<file path="src/rtl/mrid_pkg.sv">
package mrid_pkg;

	localparam int NUM_RADIX   = 6;
	localparam int QUEUE_DEPTH = 2;
	localparam int QPTR_W      = $clog2(QUEUE_DEPTH);
	localparam int IDX_W       = 32;

	typedef logic [8:0] radix_t;
	typedef logic [2:0] pos_t;

	localparam pos_t   CFG_IDX_DIGITS = 3'd0;
	localparam pos_t   CFG_IDX_RADIX0 = 3'd1;
	localparam pos_t   CFG_IDX_RADIX5 = 3'd6;
	localparam pos_t   DIGITS_RESET   = 3'd6;
	localparam radix_t RADIX_RESET    = 9'd2;
	localparam radix_t RADIX_MAX      = 9'd256;

	typedef struct packed {
		pos_t               count;
		logic [IDX_W-1:0]   index;
	} mrid_job_t;

	typedef enum logic [1:0] {
		BK_IDLE,
		BK_DIV,
		BK_EMIT
	} bk_state_t;

	function automatic radix_t eff_radix(input radix_t r);
		radix_t res;
		res = r;
		if (r == '0) begin
			res = 9'd1;
		end else if (r > RADIX_MAX) begin
			res = RADIX_MAX;
		end
		return res;
	endfunction

endpackage

</file>
<file path="src/rtl/mrid_front.sv">
module mrid_front #(
	parameter int MAX_DIGITS = 6
) (
	input  logic                      in_valid,
	output logic                      in_ready,
	input  logic [31:0]               linear_index,
	input  mrid_pkg::pos_t            digits_in_use,
	output logic                      push_valid,
	input  logic                      push_ready,
	output mrid_pkg::mrid_job_t       push_job
);
	import mrid_pkg::*;

	pos_t count_eff;

	always_comb begin
		count_eff = digits_in_use;
		if (digits_in_use == '0) begin
			count_eff = 3'd1;
		end else if (digits_in_use > 3'(MAX_DIGITS)) begin
			count_eff = 3'(MAX_DIGITS);
		end
	end

	assign in_ready       = push_ready;
	assign push_valid     = in_valid;
	assign push_job.count = count_eff;
	assign push_job.index = linear_index;

endmodule

</file>
<file path="src/rtl/mrid_queue.sv">
module mrid_queue (
	input  logic                  clk,
	input  logic                  arst_n,
	input  logic                  push_valid,
	output logic                  push_ready,
	input  mrid_pkg::mrid_job_t   push_job,
	output logic                  pop_valid,
	input  logic                  pop_ready,
	output mrid_pkg::mrid_job_t   pop_job
);
	import mrid_pkg::*;

	mrid_job_t              entry_q [QUEUE_DEPTH];
	logic [QPTR_W-1:0]      wr_ptr_q;
	logic [QPTR_W-1:0]      rd_ptr_q;
	logic [QPTR_W:0]        fill_q;
	logic                   do_push;
	logic                   do_pop;

	assign push_ready = (fill_q != (QPTR_W+1)'(QUEUE_DEPTH));
	assign pop_valid  = (fill_q != '0);
	assign pop_job    = entry_q[rd_ptr_q];
	assign do_push    = push_valid && push_ready;
	assign do_pop     = pop_valid && pop_ready;

	always_ff @(posedge clk or negedge arst_n) begin
		if (!arst_n) begin
			wr_ptr_q <= '0;
			rd_ptr_q <= '0;
			fill_q   <= '0;
		end else begin
			if (do_push) begin
				wr_ptr_q <= wr_ptr_q + 1'b1;
			end
			if (do_pop) begin
				rd_ptr_q <= rd_ptr_q + 1'b1;
			end
			if (do_push && !do_pop) begin
				fill_q <= fill_q + 1'b1;
			end else if (do_pop && !do_push) begin
				fill_q <= fill_q - 1'b1;
			end
		end
	end

	always_ff @(posedge clk) begin
		if (do_push) begin
			entry_q[wr_ptr_q] <= push_job;
		end
	end

endmodule

</file>
<file path="src/rtl/mrid_back.sv">
module mrid_back #(
	parameter int INDEX_BITS = 32
) (
	input  logic                  clk,
	input  logic                  arst_n,
	input  logic                  job_valid,
	output logic                  job_ready,
	input  mrid_pkg::mrid_job_t   job,
	input  mrid_pkg::radix_t      radix [mrid_pkg::NUM_RADIX],
	output logic                  out_valid,
	input  logic                  out_ready,
	output mrid_pkg::pos_t        position,
	output logic [7:0]            digit_value,
	output logic                  last_digit,
	output logic                  out_of_range
);
	import mrid_pkg::*;

	localparam int QW = (INDEX_BITS < IDX_W) ? INDEX_BITS : IDX_W;
	localparam int CW = $clog2(QW);

	bk_state_t          state_q;
	bk_state_t          state_d;
	logic [QW-1:0]      quot_q;
	logic [7:0]         rem_q;
	logic [CW-1:0]      cnt_q;
	pos_t               pos_q;
	radix_t             r_eff;
	logic [8:0]         trial;
	logic               ge;
	logic [7:0]         rem_next;
	logic               emit;
	logic               out_valid_q;
	pos_t               position_q;
	logic [7:0]         digit_q;
	logic               last_q;
	logic               oor_q;

	assign r_eff    = eff_radix(radix[pos_q]);
	assign trial    = {rem_q, quot_q[QW-1]};
	assign ge       = (trial >= r_eff);
	assign rem_next = ge ? 8'(trial - r_eff) : trial[7:0];

	always_comb begin
		state_d = state_q;
		unique case (state_q)
			BK_IDLE: begin
				if (job_valid) state_d = BK_DIV;
			end
			BK_DIV: begin
				if (cnt_q == '0) state_d = BK_EMIT;
			end
			BK_EMIT: begin
				if (emit) state_d = (pos_q == '0) ? BK_IDLE : BK_DIV;
			end
			default: state_d = BK_IDLE;
		endcase
	end

	always_comb begin
		job_ready = (state_q == BK_IDLE);
		emit      = (state_q == BK_EMIT) && (!out_valid_q || out_ready);
	end

	always_ff @(posedge clk or negedge arst_n) begin
		if (!arst_n) begin
			state_q     <= BK_IDLE;
			out_valid_q <= 1'b0;
		end else begin
			state_q <= state_d;
			if (emit) begin
				out_valid_q <= 1'b1;
			end else if (out_ready) begin
				out_valid_q <= 1'b0;
			end
		end
	end

	always_ff @(posedge clk) begin
		if (job_ready && job_valid) begin
			quot_q <= job.index[QW-1:0];
			pos_q  <= job.count - 3'd1;
			rem_q  <= '0;
			cnt_q  <= CW'(QW - 1);
		end else if (state_q == BK_DIV) begin
			quot_q <= {quot_q[QW-2:0], ge};
			rem_q  <= rem_next;
			cnt_q  <= cnt_q - 1'b1;
		end else if (emit) begin
			pos_q  <= pos_q - 3'd1;
			rem_q  <= '0;
			cnt_q  <= CW'(QW - 1);
		end
		if (emit) begin
			position_q <= pos_q;
			digit_q    <= rem_q;
			last_q     <= (pos_q == '0);
			oor_q      <= (pos_q == '0) && (quot_q != '0);
		end
	end

	assign out_valid    = out_valid_q;
	assign position     = position_q;
	assign digit_value  = digit_q;
	assign last_digit   = last_q;
	assign out_of_range = oor_q;

	a_rem_below_radix: assert property (@(posedge clk) disable iff (!arst_n)
		(state_q == BK_DIV || state_q == BK_EMIT) |-> ({1'b0, rem_q} < r_eff))
		else $error("remainder not below radix");

	a_pos_in_range: assert property (@(posedge clk) disable iff (!arst_n)
		(state_q == BK_DIV || state_q == BK_EMIT) |-> (pos_q < 3'(NUM_RADIX)))
		else $error("digit position out of range");

	a_last_at_zero: assert property (@(posedge clk) disable iff (!arst_n)
		out_valid_q |-> (last_q == (position_q == '0)))
		else $error("last flag not tied to position zero");

	a_oor_on_last: assert property (@(posedge clk) disable iff (!arst_n)
		(out_valid_q && oor_q) |-> last_q)
		else $error("range flag on non-final digit");

	a_emit_next_digit: assert property (@(posedge clk) disable iff (!arst_n)
		(emit && pos_q != '0) |=> (state_q == BK_DIV && rem_q == '0))
		else $error("next digit not started after emit");

endmodule

</file>
<file path="src/rtl/mixed_radix_index_decompose.sv">
// Each digit comes from a shared restoring radix-2 divider that runs one quotient bit
// a cycle over the low INDEX_BITS of the index (capped at 32 bits), then waits to emit.
// The divider starts a new index only after the last digit of the previous one is emitted.
// A two-entry queue holds accepted indexes while the divider is busy.
// Reset: arst_n clears control state; digits_in_use resets to 6, all radices to 2.
module mixed_radix_index_decompose #(
	parameter int MAX_DIGITS = 6,
	parameter int INDEX_BITS = 32
) (
	input  logic                  clk,
	input  logic                  arst_n,
	input  logic                  cfg_valid,
	output logic                  cfg_ready,
	input  mrid_pkg::pos_t        cfg_index,
	input  mrid_pkg::radix_t      cfg_data,
	input  logic                  in_valid,
	output logic                  in_ready,
	input  logic [31:0]           linear_index,
	output logic                  out_valid,
	input  logic                  out_ready,
	output mrid_pkg::pos_t        position,
	output logic [7:0]            digit_value,
	output logic                  last_digit,
	output logic                  out_of_range
);
	import mrid_pkg::*;

	pos_t       digits_q;
	radix_t     radix_q [NUM_RADIX];
	logic       push_valid;
	logic       push_ready;
	mrid_job_t  push_job;
	logic       pop_valid;
	logic       pop_ready;
	mrid_job_t  pop_job;

	assign cfg_ready = 1'b1;

	always_ff @(posedge clk or negedge arst_n) begin
		if (!arst_n) begin
			digits_q <= DIGITS_RESET;
			for (int i = 0; i < NUM_RADIX; i++) begin
				radix_q[i] <= RADIX_RESET;
			end
		end else if (cfg_valid && cfg_ready) begin
			if (cfg_index == CFG_IDX_DIGITS) begin
				digits_q <= cfg_data[2:0];
			end else if (cfg_index >= CFG_IDX_RADIX0 && cfg_index <= CFG_IDX_RADIX5) begin
				radix_q[cfg_index - CFG_IDX_RADIX0] <= cfg_data;
			end
		end
	end

	mrid_front #(
		.MAX_DIGITS (MAX_DIGITS)
	) u_front (
		.in_valid      (in_valid),
		.in_ready      (in_ready),
		.linear_index  (linear_index),
		.digits_in_use (digits_q),
		.push_valid    (push_valid),
		.push_ready    (push_ready),
		.push_job      (push_job)
	);

	mrid_queue u_queue (
		.clk        (clk),
		.arst_n     (arst_n),
		.push_valid (push_valid),
		.push_ready (push_ready),
		.push_job   (push_job),
		.pop_valid  (pop_valid),
		.pop_ready  (pop_ready),
		.pop_job    (pop_job)
	);

	mrid_back #(
		.INDEX_BITS (INDEX_BITS)
	) u_back (
		.clk          (clk),
		.arst_n       (arst_n),
		.job_valid    (pop_valid),
		.job_ready    (pop_ready),
		.job          (pop_job),
		.radix        (radix_q),
		.out_valid    (out_valid),
		.out_ready    (out_ready),
		.position     (position),
		.digit_value  (digit_value),
		.last_digit   (last_digit),
		.out_of_range (out_of_range)
	);

endmodule
</file>
<file path="config.mk">
export PLATFORM = sky130hd
export DESIGN_NAME = mixed_radix_index_decompose
export DESIGN_NICKNAME = d
export VERILOG_FILES = /design/src/rtl/mrid_pkg.sv /design/src/rtl/mrid_front.sv /design/src/rtl/mrid_queue.sv /design/src/rtl/mrid_back.sv /design/src/rtl/mixed_radix_index_decompose.sv
export SDC_FILE = /design/constraint.sdc
export NUM_CORES = 1
export LEC_CHECK = 0
export BUFFER_PORTS_ARGS = -buffer_cell sky130_fd_sc_hd__buf_4
export CORE_MARGIN = 1
export CORE_UTILIZATION = 60
export CTS_CLUSTER_DIAMETER = 50
export DETAILED_ROUTE_END_ITERATION = 8
export MAX_ROUTING_LAYER = met4
export PLACE_DENSITY = 0.8
export SYNTH_ARGS = -nofsm -noshare
export SYNTH_HDL_FRONTEND = slang
export SYNTH_SLANG_ARGS = --single-unit
</file>
<file path="constraint.sdc">
create_clock -name clk -period 3.85 [get_ports clk]
set_input_delay 0.5775 -clock clk [delete_from_list [all_inputs] [get_ports clk]]
set_output_delay 0.5775 -clock clk [all_outputs]
set_load 0.02 [all_outputs]
</file>
* Yosys cells after proc, flatten, opt, wreduce, memory -nomap -nowiden
Memories as Yosys holds them, arrays and structs flattened. Index checks and enable logic that the tools add are counted.
Word-level totals: input bits 49, flip-flop bits (word level) 125, logic and storage cells 108, memories 1, output and inout port bits 16, RAM bits 70
Cells by class: equality and inequality tests 7, $add $sub $neg 9, reductions and logical operators 29, order comparisons 8, muxes and demuxes 31, bitwise gates (word level) 3
Memory list:
- u_queue.entry_q | words 2, bits a word 35, read ports 1, clocked after memory_dff 0, wr ports 1, line mrid_queue.sv:13 | mrid_job_t entry_q [QUEUE_DEPTH];
Operator list (count):
- 32-bit 2-to-1 mux | 2
- 54-bit bitwise mux | 1
- 9-bit 2-to-1 mux | 5
- 32-bit nonzero test | 1
- 9-bit binary-select mux with 3-bit select | 1
- 9-bit demux with 3-bit select | 1
- 8-bit 2-to-1 mux | 3
- 3-bit 2-to-1 mux | 5
- 2-bit nonzero test | 6
- 2-bit 2-to-1 mux | 5
- 5-bit 2-to-1 mux | 2
- 9-bit greater-or-equal comparator | 1
- 9-bit > comparator (second input constant) | 1
- 3-bit zero test | 3
- 9-bit zero test | 1
- 3-bit by 1-bit subtractor with 3-bit output (second input constant) | 3
- 4-bit greater-or-equal comparator (second input constant) | 2
- 1-bit logical AND | 8
- 3-bit inverter with 4-bit output | 2
- 8-bit subtractor | 1
- 2-bit by 1-bit inequality test with 1-bit output (second input constant) | 3
- 2-bit case mux with 3 select lines | 1
- 3-bit AND reduction | 2
- 5-bit zero test | 1
- 17 further kinds | 26

* Longest topological paths before layout
Gate-level depths: netlist of the first run.
depth after elaboration 10, depth in mapped cells 16, gate-level depth less buffers 14

* Cells and area by module
A second synthesis of the first run with hierarchy kept.
Unflattened totals: cell total of the unflattened synthesis 690, area, all modules 9122.5 um^2
Modules (own cells, without submodules):
- mrid_back | sequential area each 1776.7 um^2, cells each 380, instances 1, area each 3648.5 um^2
- mrid_queue | sequential area each 2202.1 um^2, cells each 127, instances 1, area each 2870.3 um^2
- mixed_radix_index_decompose | sequential area each 1436.4 um^2, cells each 144, instances 1, area each 2326.0 um^2
- mrid_front | sequential area each 0.0 um^2, cells each 39, instances 1, area each 277.8 um^2

* Worst setup path after synthesis of the first run
OpenSTA, ideal clock, no wires.
path kind reg2reg, from register u_back.pos_q[0], to register u_back.rem_q[1], required time 3.733 ns, path buffers 2, cell stages (with the launch flop) 15, data arrival time 3.104 ns, setup time 0.117 ns, path slack 0.629 ns, period minus slack after synthesis 3.221 ns, cells stage by stage edfxtp_1 buf_6 mux4_2 a2111oi_2 and3_1 o22a_2 nand2_1 ha_1 a21oi_1 o21bai_1 a21oi_1 o211a_1 buf_2 o21ai_0 a32o_1
On the way: longest elaborated chain between the ends 10, elaborated cells on any way between the ends 12, those cells by class 1 x add/sub; 2 x order compare; 7 x mux; 1 x bitwise; 1 x reduce/logical
RTL lines:
- from (decl) | line mrid_back.sv:27 | pos_t pos_q;
- from (signal assigned) | line mrid_back.sv:82 | pos_q <= job.count - 3'd1;
- from (signal assigned) | line mrid_back.sv:90 | pos_q <= pos_q - 3'd1;
- 3-bit inverter with 4-bit output (implied by the code) (*) | line mrid_back.sv:39 | assign r_eff = eff_radix(radix[pos_q]);
- 9-bit binary-select mux with 3-bit select (*) | line mrid_back.sv:39
- 9-bit 2-to-1 mux (implied by the code) (*) (2 in a row) | line mrid_back.sv:39
- 9-bit > comparator | line mrid_pkg.sv:34 | end else if (r > RADIX_MAX) begin
- 9-bit 2-to-1 mux | line mrid_pkg.sv:34
- 9-bit 2-to-1 mux (*) | line mrid_pkg.sv:32 | if (r == '0) begin
- 8-bit subtractor / 9-bit greater-or-equal comparator (equally long branches) | line mrid_back.sv:42, mrid_back.sv:41
- 8-bit 2-to-1 mux (*) | line mrid_back.sv:42 | assign rem_next = ge ? 8'(trial - r_eff) : trial[7:0];
- 8-bit 2-to-1 mux (*) | line mrid_back.sv:85 | end else if (state_q == BK_DIV) begin
- to (signal assigned) | line mrid_back.sv:87 | rem_q <= rem_next;
- to (decl) | line mrid_back.sv:25 | logic [7:0] rem_q;
Mark *: on every way between the ends. The rest lies on a longest branch, timed or not. The select of a mux whose other input is x is not followed. A chain may end at the register's enable or synchronous reset.

* Final worst setup path of the first run
from register u_back.pos_q[0], to register u_back.rem_q[4]
Same word-level chain as after synthesis.

==> out/results.tsv, run 1 <==
stage	metric	value	unit
yosys	avgSynthCellArea	13.6	sq um
yosys	synth_cell_types	61	
cts	post-cts-setup-buffers	0	
sta	fmax	279	MHz
yosys	synth_nets	702	
global_route	grt_pass1_wl	27.7	mm
setup_path	cp_data_arrival_time	3.89	ns
yosys	yosys.area_share.simple	0.0912	
place	place.gp.congestion	0.896	
yosys	synthFlopType	edfxtp_1	
routing	first_pass_iters	4	
status	outcome	completed	
setup_path	crit_path_start_kind	flip-flop	
cells_and_area	antenna_cells	0	
global_route	grt_usage	0.257	
cells_and_area	layout_common_cells	edfxtp_1, buf_4, mux2_2, nand2_1, dfrtp_1	
sta	setup_viol	0	
yosys	yosys.area.top_type	edfxtp_1	
global_route	busiest_layer	met2	
sta	finalCriticalPeriod	3.58	ns
routing	post-route-drc-count	0	
sta	finalClockSkew	0.0119	ns
yosys	synth_seq_cells	195	
yosys	synthCells	635	
yosys	synth.top_cell.area_share	0.410	
cells_and_area	design_area	0.00993	sq mm
cts	root_buffer	clkbuf_16	
sta	post-route-period-util	0.930	
global_route	gr-total-overflow	0	
min_path	hold_path.class	in -> async	
power	irDropWorstVdd	0.388	mV
routing	vias_per_cell	6.04	
yosys	ys_async_sr_fraction	0.328	
yosys	synth_edf_count	118	
flow_run	drv_cap	0	
place	port_buffers	63	
sta	worst_pin_slew	1.06	ns
global_route	grt_max_degree	65	
sta	slew_headroom	0.289	
floorplan	die_w	122	um
routing	postRouteAntennaNets	0	
setup_path	cp_data_required_time	4.16	ns
routing	drtIter0Drc	447	
cts	clk_path_buf_depth	2	
cts	clk_latency	0.43	ns
global_route	met1_usage	0.342	
yosys	synth_fa_ha_area_frac	0.0269	
cells_and_area	layout.cells.most_common	edfxtp_1	
yosys	syn_area	0.00864	sq mm
sta	hold_viol_final	0	
power	p_leak	4.08	nW
cts	cts.sinks	195	
cts	postCtsHoldBufs	0	
global_route	grt_pass1_vias	5320	
yosys	synth-compound-area-share	0.0712	
yosys	synth_xor_area_frac	0.00709	
sta	rsz0062_at_grt	no	
floorplan	core_area	0.0140	sq mm
global_route	grt_use_met3	0.0501	
yosys	synthTopCellsByArea	edfxtp_1, dfrtp_1, mux2_2, mux2i_1, dfxtp_1	
global_route	grtUsageMet2	0.402	
power	power_density	790	mW/mm^2
place	dp_hpwl	11.6	mm
routing	via_count	5408	
floorplan	die_h	122	um
cts	htreeDepth	4	
yosys	yosys_warnings	0	
sta	hold_ws	0.237	ns
cells_and_area	layout-drive-gt1-share	0.264	
place	placed_area	0.00932	sq mm
sta	finalSetupTns	0	ns
yosys	synthMuxAreaShare	0.155	
setup_path	end_kind	flip-flop	
yosys	yosysSeqAreaShare	0.627	
floorplan	rows	43	
yosys	synth_top_family_by_area	multiplexers	
cells_and_area	fin_nets	769	
floorplan	dieArea	0.0149	sq mm
floorplan	ioPinCount	65	
cts	clk_pin_slew	0.07	ns
routing	wire_per_inst	19.1	um
cts	tritoncts	built	
setup_path	critPathKind	reg -> reg	
setup_path	cp_max_fo	9	
cells_and_area	area.growth.synth_to_final	14.9	%
cts	numCtsBuffers	17	
sta	maxSlewViolCount	0	
floorplan	initial_core_util	0.618	
global_route	antenna_found_initial	0	
routing	wl	17.1	mm
==> kinds of logic after synthesis <==
| group | Yosys count |
|---|---|
| adder cells (fa/ha/maj) | 18 |
| AND/OR/NAND/NOR | 156 |
| multiplexers | 116 |
| flip-flops | 195 |
| other | 1 |
| buffers and inverters | 43 |
| AO/OA/AOI/OAI | 99 |
| XOR/XNOR | 7 |
==> timing repair <==
item / 4_1_cts / 5_1_grt
hold endpoints to repair: 0 / 0
setup endpoints to repair: 0 / 7
gates resized for setup: 0 / 3
==> flip-flops by register name, summed over array words and instances, names as in the netlist, 2 cells and up <==
signal              count
digits_q                3
radix_q                54
u_back.cnt_q            5
u_back.digit_value      8
u_back.pos_q            3
u_back.position         3
u_back.quot_q          32
u_back.rem_q            8
u_back.state_q          2
u_queue.entry_q        70
u_queue.fill_q          2
==> layout make-up <==
class / instances / area, sq um
fillers: 941 / 4060
clock inverters: 11 / 125
multi-input cells: 397 / 3060
inverters: 14 / 52.6
flip-flops and latches: 195 / 5420
clock buffers: 21 / 470
repair buffers: 77 / 578
well taps: 180 / 225
==> synthesized netlist by cell type, drive strengths merged (7+ instances only) <==
cell type / number
nor2b: 8
and3: 7
a21oi: 11
dfrtp: 56
o21a: 7
dfxtp: 13
nand2b: 9
ha: 17
nand2: 58
o21ai: 48
nor4: 12
nor2: 20
mux4: 7
dfstp: 8
mux2i: 49
buf: 15
nor3: 13
mux2: 60
edfxtp: 118
clkbuf: 14
inv: 14
==> layer usage <==
layer / share of wire / vias up / routed length, um
met4: 0.010 / 0 / 171
met5: 0 / - / 0
met2: 0.49 / 143 / 8380
li1: - / 2515 / -
met3: 0.047 / 17 / 803
met1: 0.45 / 2733 / 7770
==> where the power goes <==
| part | switching [mW] | leakage [nW] | internal [mW] |
|---|---|---|---|
| Clock | 0.756 | 0.294 | 1.01 |
| Sequential | 0.431 | 2.01 | 3.07 |
| Combinational | 1.41 | 1.77 | 1.16 |
==> worst paths after layout <==
check                                startpoint                    end  slack [ns]  depth (start not counted)
max in group asynchronous                arst_n       u_queue.rd_ptr_q        3.02                          1
worst max-delay path            u_back.pos_q[0]        u_back.rem_q[4]        0.27                         14
worst min register to register      radix_q[38]            radix_q[38]        0.51                          1
min in group clk                linear_index[3]  u_queue.entry_q[1][3]        0.33                          1
worst min-delay path                     arst_n            radix_q[12]        0.24                          1
worst max register to register  u_back.pos_q[0]        u_back.rem_q[4]        0.27                         14
==> per-stage QoR <==
| stage | setup WS, ns | total power, mW | utilization | std cells |
|---|---|---|---|---|
| after floorplan | 0.629 | 5.31 | - | 635 |
| after global placement | 0.372 | 5.87 | 0.666 | 863 |
| after detailed placement | 0.211 | 6.05 | 0.666 | 863 |
| after CTS | 0.160 | 7.83 | 0.709 | 895 |
| after global routing | 0.0222 | 8.30 | 0.710 | 895 |
| final | 0.271 | 7.84 | 0.710 | 895 |
==> critical path, stage by stage (launching register included) <==
cell,delay (ns)
edfxtp_1,0.49
buf_4,0.22
mux4_1,0.61
nor2_1,0.10
and3_1,0.17
o22a_2,0.18
nand2_1,0.06
ha_1,0.37
a21oi_1,0.18
o21bai_1,0.08
a21oi_1,0.31
o211a_4,0.27
buf_4,0.16
mux2i_1,0.19
nand2_1,0.07
Note: power is estimated with default switching activity, not from simulation.
==> inputs of run 2 (changes only) <==
CORE_MARGIN = 2   (was 1)
==> out/results.tsv, run 2 (synthesis results as in run 1) <==
stage	metric	value	unit	change
place	port_buffers	63		unchanged
sta	hold_viol_final	0		unchanged
floorplan	die_w	124	um	+1.6%
floorplan	core_area	0.0140	sq mm	unchanged
global_route	grt_pass1_wl	27.6	mm	-0.25%
sta	post-route-period-util	0.934		+0.00456
sta	maxSlewViolCount	0		unchanged
setup_path	end_kind	flip-flop		
cells_and_area	largest_reg_flops	70		unchanged
setup_path	crit_path_cell_trace	buf_4 > mux2_2 > o21ai_0 > and3_1 > o22a_2 > nand2_1 > ha_4 > inv_1 > o21bai_1 > a21oi_2 > o211a_1 > or4_1 > a31oi_1		
cts	postCtsHoldBufs	0		unchanged
setup_path	crit_path_max_incr_delay	0.70	ns	+0.09 ns
setup_path	r2r-end	u_back.rem_q[2]		
cells_and_area	multiInputGateArea	0.00308	sq mm	+0.69%
routing	vias_per_cell	6.04		about the same
power	p_leak	4.10	nW	+0.54%
cts	numCtsBuffers	17		unchanged
floorplan	rows	43		unchanged
place	place_ws	0.146	ns	-0.0647 ns
sta	worst_pin_slew	1.09	ns	+0.0244 ns
routing	via_count	5409		+0.018%
global_route	antenna_found_initial	0		unchanged
routing	post-route-drc-count	0		unchanged
cells_and_area	layout-drive-gt1-share	0.270		+0.00559
global_route	grt_max_degree	65		unchanged
sta	slew_headroom	0.273		-0.0163
sta	finalSetupTns	0	ns	unchanged
cells_and_area	area.growth.synth_to_final	15.7	%	
cts	clk_latency	0.44	ns	about the same
sta	fin_ws	0.254	ns	-0.0176 ns
sta	fmax	278	MHz	-0.49%
setup_path	cp_max_fo	15		+6
setup_path	crit_buf_inv	2		unchanged
cts	htreeDepth	4		unchanged
global_route	gr-total-overflow	0		unchanged
floorplan	die_h	124	um	+1.6%
floorplan	dieArea	0.0154	sq mm	+3.3%
power	irDropWorstVdd	0.472	mV	+22%
place	dp_hpwl	11.5	mm	-0.50%
cts	clk_pin_slew	0.07	ns	about the same
routing	wl	17.2	mm	+0.41%
sta	rsz0062_at_grt	no		
routing	postRouteAntennaNets	0		unchanged
cells_and_area	layout.cells.most_common	edfxtp_1		
setup_path	rr_startpoint	u_back.pos_q[1]		
cts	clk_path_buf_depth	2		unchanged
cells_and_area	top_regs	u_queue.entry_q x70, radix_q x54, u_back.quot_q x32		
cells_and_area	seq_area	0.00542	sq mm	unchanged
sta	finalClockSkew	0.0110	ns	-0.000840 ns
setup_path	critPathKind	reg -> reg		
routing	drtIter0Drc	660		+48%
cells_and_area	antenna_cells	0		unchanged
min_path	hold_path.class	in -> async		
cells_and_area	top_register	u_queue.entry_q		
routing	wire_per_inst	19.2	um	+0.41%
power	power_density	801	mW/mm^2	+1.4%
sta	finalCriticalPeriod	3.60	ns	+0.0176 ns
place	place.gp.congestion	0.883		-1.5%
floorplan	ioPinCount	65		unchanged
cts	tritoncts	built		
cells_and_area	fin_nets	769		unchanged
setup_path	cp_data_required_time	4.21	ns	+0.05 ns
cts	cts.sinks	195		unchanged
setup_path	critPathTopFamily	compound AO/OA/AOI/OAI gates		
setup_path	reg2regPathDepth	13		-1
global_route	grt_usage	0.248		-0.00928
cells_and_area	utilization	0.715		+0.00501
flow_run	drv_cap	0		unchanged
setup_path	crit_path_start_kind	flip-flop		
sta	setup_viol	0		unchanged
setup_path	cp_data_arrival_time	3.95	ns	+0.06 ns
global_route	grt_pass1_vias	5435		+2.2%
cells_and_area	num-fill-cells	927		-1.5%
floorplan	initial_core_util	0.618		unchanged
status	outcome	completed		
routing	first_pass_iters	5		+1
cts	root_buffer	clkbuf_16		
setup_path	r2r_slack	0.25	ns	-0.02 ns
cells_and_area	layout_common_cells	edfxtp_1, buf_4, mux2_2, nand2_1, dfrtp_1		
setup_path	slowest_stage	edfxtp_1		
==> run 2: power breakdown <==
part	leakage, nW	internal, mW	switching (mW)
clock	0.305	1.12	0.759
sequential	2.01	3.07	0.447
combinational	1.78	1.19	1.42
total	4.10	5.38	2.63
==> run 2: worst reg2reg max path, delay by kind of cell (launching register included) <==
family          cells  cell delay (ns)
compound gates      6             1.02
simple gates        3             0.84
buf+inv             2             0.32
flops               1             0.70
fa+ha+maj           1             0.32
mux                 1             0.33
==> run 2: how the worst max path moves through the flow <==
stage	cells after the start	end	from	slack [ns]
2_1_floorplan	14	u_back.rem_q[1]	u_back.pos_q[0]	0.63
3_3_place_gp	13	u_back.rem_q[2]	u_back.pos_q[0]	0.33
3_5_place_dp	14	u_back.rem_q[2]	u_back.pos_q[0]	0.15
4_1_cts	14	u_back.rem_q[2]	u_back.pos_q[0]	0.14
5_1_grt	14	u_back.rem_q[0]	u_back.pos_q[1]	0.02
6_report	13	u_back.rem_q[2]	u_back.pos_q[1]	0.25
==> run 2: per-stage QoR <==
step / instance area, sq um / hold slack (ns) / cells / power [mW]
6_report: 10000 / 0.222 / 895 / 8.01
5_1_grt: 10000 / 0.298 / 895 / 8.47
4_1_cts: 9950 / 0.259 / 893 / 7.94
3_5_place_dp: 9320 / 0.491 / 861 / 6.03
3_3_place_gp: 9320 / 0.484 / 861 / 5.84
2_1_floorplan: 8640 / 0.282 / 635 / 5.31
==> run 2: routing by layer <==
| metal | track usage | routed length, um | vias to the layer above |
|---|---|---|---|
| li1 | - | - | 2509 |
| met1 | 0.331 | 7770 | 2700 |
| met2 | 0.386 | 8330 | 168 |
| met3 | 0.0394 | 736 | 32 |
| met4 | 0.0976 | 365 | 0 |
| met5 | - | 0 | - |
==> run 2: repair_timing <==
item                                    CTS  global route
setup buffers                             0             2
resized for setup                         0             6
endpoints found under the setup margin    0             9
hold endpoints to repair                  0             0
==> run 2: area by class of cell <==
class,instances,area share
flip-flops and latches,195,0.542
multi-input cells,397,0.308
repair buffers,77,0.0591
clock buffers,20,0.0457
well taps,180,0.0225
clock inverters,12,0.0175
inverters,14,0.00526
==> inputs of run 3 (changes only) <==
CORE_UTILIZATION = 45   (was 60)
PLACE_DENSITY = not set   (was 0.8)
==> out/results.tsv, run 3 (synthesis results as in run 1) <==
stage	metric	value	unit	change
floorplan	ioPinCount	65		unchanged
cts	numCtsBuffers	17		unchanged
power	power_density	778	mW/mm^2	-2.9%
cts	cts.sinks	195		unchanged
place	dp_hpwl	12.1	mm	+4.9%
floorplan	core_area	0.0188	sq mm	+34%
setup_path	cp_data_arrival_time	3.99	ns	+0.04 ns
cells_and_area	largest_reg_flops	70		unchanged
floorplan	die_w	143	um	+15%
cells_and_area	layout.cells.most_common	edfxtp_1		
cts	postCtsHoldBufs	0		unchanged
global_route	grt_max_degree	65		unchanged
cells_and_area	antenna_cells	0		unchanged
power	p_leak	4.12	nW	+0.44%
sta	setup_viol	0		unchanged
routing	postRouteAntennaNets	0		unchanged
setup_path	crit_path_start_kind	flip-flop		
place	dp_cells	916		+6.4%
sta	post-route-period-util	0.947		+0.0131
sta	hold_ws	0.240	ns	+0.0176 ns
cells_and_area	layout_common_cells	edfxtp_1, buf_4, mux2_2, nand2_1, dfrtp_1		
cells_and_area	num-fill-cells	1601		+73%
min_path	hold_path.class	in -> async		
setup_path	critPathKind	reg -> reg		
power	total_power	7.82	mW	-2.4%
global_route	grt_usage	0.184		-0.0631
routing	drtIter0Drc	329		-50%
floorplan	rows	50		+16%
routing	first_pass_iters	4		-1
cts	htreeDepth	4		unchanged
routing	post-route-drc-count	0		unchanged
global_route	grt_pass1_vias	5296		-2.6%
status	outcome	completed		
floorplan	initial_core_util	0.461		-0.157
global_route	gr-total-overflow	0		unchanged
cts	clk_latency	0.43	ns	about the same
sta	finalCriticalPeriod	3.65	ns	+0.0506 ns
setup_path	reg2regPathDepth	13		unchanged
setup_path	cp_max_fo	7		-8
cells_and_area	area.growth.synth_to_final	16.4	%	
routing	via_count	5258		-2.8%
routing	wl	17.5	mm	+2.0%
global_route	grt_pass1_wl	28.1	mm	+1.7%
setup_path	end_kind	flip-flop		
routing	vias_per_cell	5.51		-8.9%
cells_and_area	fin_cells	955		+6.7%
cts	root_buffer	clkbuf_16		
flow_run	drv_cap	0		unchanged
power	irDropWorstVdd	0.391	mV	-17%
setup_path	cp_data_required_time	4.20	ns	about the same
cells_and_area	layout-drive-gt1-share	0.277		+0.00746
cts	clk_path_buf_depth	2		unchanged
sta	finalClockSkew	0.0114	ns	+0.000346 ns
cells_and_area	fin_nets	775		+0.78%
sta	slew_headroom	0.285		+0.0119
floorplan	die_h	143	um	+15%
sta	hold_viol_final	0		unchanged
sta	fmax	274	MHz	-1.4%
floorplan	dieArea	0.0203	sq mm	+32%
place	place.gp.congestion	0.861		-2.5%
sta	worst_pin_slew	1.07	ns	-0.0178 ns
cts	clk_pin_slew	0.07	ns	about the same
cts	tritoncts	built		
place	port_buffers	63		unchanged
sta	maxSlewViolCount	0		unchanged
cells_and_area	utilization	0.536		-0.179
global_route	antenna_found_initial	0		unchanged
cells_and_area	top_register	u_queue.entry_q		
routing	wire_per_inst	18.4	um	-4.4%
cells_and_area	top_regs	u_queue.entry_q x70, radix_q x54, u_back.quot_q x32		
## run 3: cell count changes in the layout (fill, tap and decap cells not counted), sizes merged
cell | before | now
inv | 17 | 24
bufinv | 4 | 0
buf | 77 | 83
clkbuf | 20 | 17
clkinv | 3 | 5
clkinvlp | 2 | 0
## run 3: final timing paths
kind	slack (ns)	start	endpoint
worst max register to register	0.20	u_back.pos_q[0]	u_back.rem_q[2]
worst min-delay path	0.24	arst_n	radix_q[6]
max in group asynchronous	3.00	arst_n	u_queue.rd_ptr_q
worst min register to register	0.51	radix_q[35]	radix_q[35]
worst max-delay path	0.20	u_back.pos_q[0]	u_back.rem_q[2]
min in group clk	0.33	linear_index[23]	u_queue.entry_q[0][23]
## run 3: through the flow
stage / setup TNS, ns / area (sq um) / setup slack, ns
finish: 0 / 10100 / 0.203
global placement: 0 / 9400 / 0.261
global route: -0.0118 / 10100 / -0.00928
floorplan: 0 / 8640 / 0.629
detailed placement: 0 / 9400 / 0.0822
CTS: 0 / 10000 / 0.0592
## run 3: power breakdown
group	total (mW)	internal, mW	switching (mW)
logic	2.55	1.16	1.39
registers	3.50	3.07	0.428
clock network	1.77	0.888	0.883
## run 3: critical path, cell delays in order, from the launching register on
cell and delay, ns:
edfxtp_1 0.38, buf_4 0.18, mux4_1 0.62, a2111oi_2 0.24, and3_1 0.24, o22a_2 0.20, nand2_1 0.08, ha_2 0.39
inv_1 0.07, o21bai_1 0.14, a21oi_1 0.13, o211a_1 0.19, or4_1 0.54, a31oi_1 0.17
## run 3: what timing repair did
action                                  CTS  global route
endpoints found under the setup margin    0             9
setup buffers                             0             7
resized for setup                         0             2
## run 3: metal layers
metal  GRT usage  part of all wire
met1       0.260              0.48
met2       0.279              0.47
met3      0.0373             0.039
met4      0.0406            0.0086
met5           -                 0
## run 3: cell type report
class / count / area (sq um) / share of cell area
clock buffers: 17 / 425 / 0.0423
clock inverters: 15 / 175 / 0.0174
inverters: 14 / 52.6 / 0.00523
multi-input cells: 397 / 3060 / 0.304
flip-flops and latches: 195 / 5420 / 0.539
well taps: 234 / 293 / 0.0291
repair buffers: 83 / 636 / 0.0632
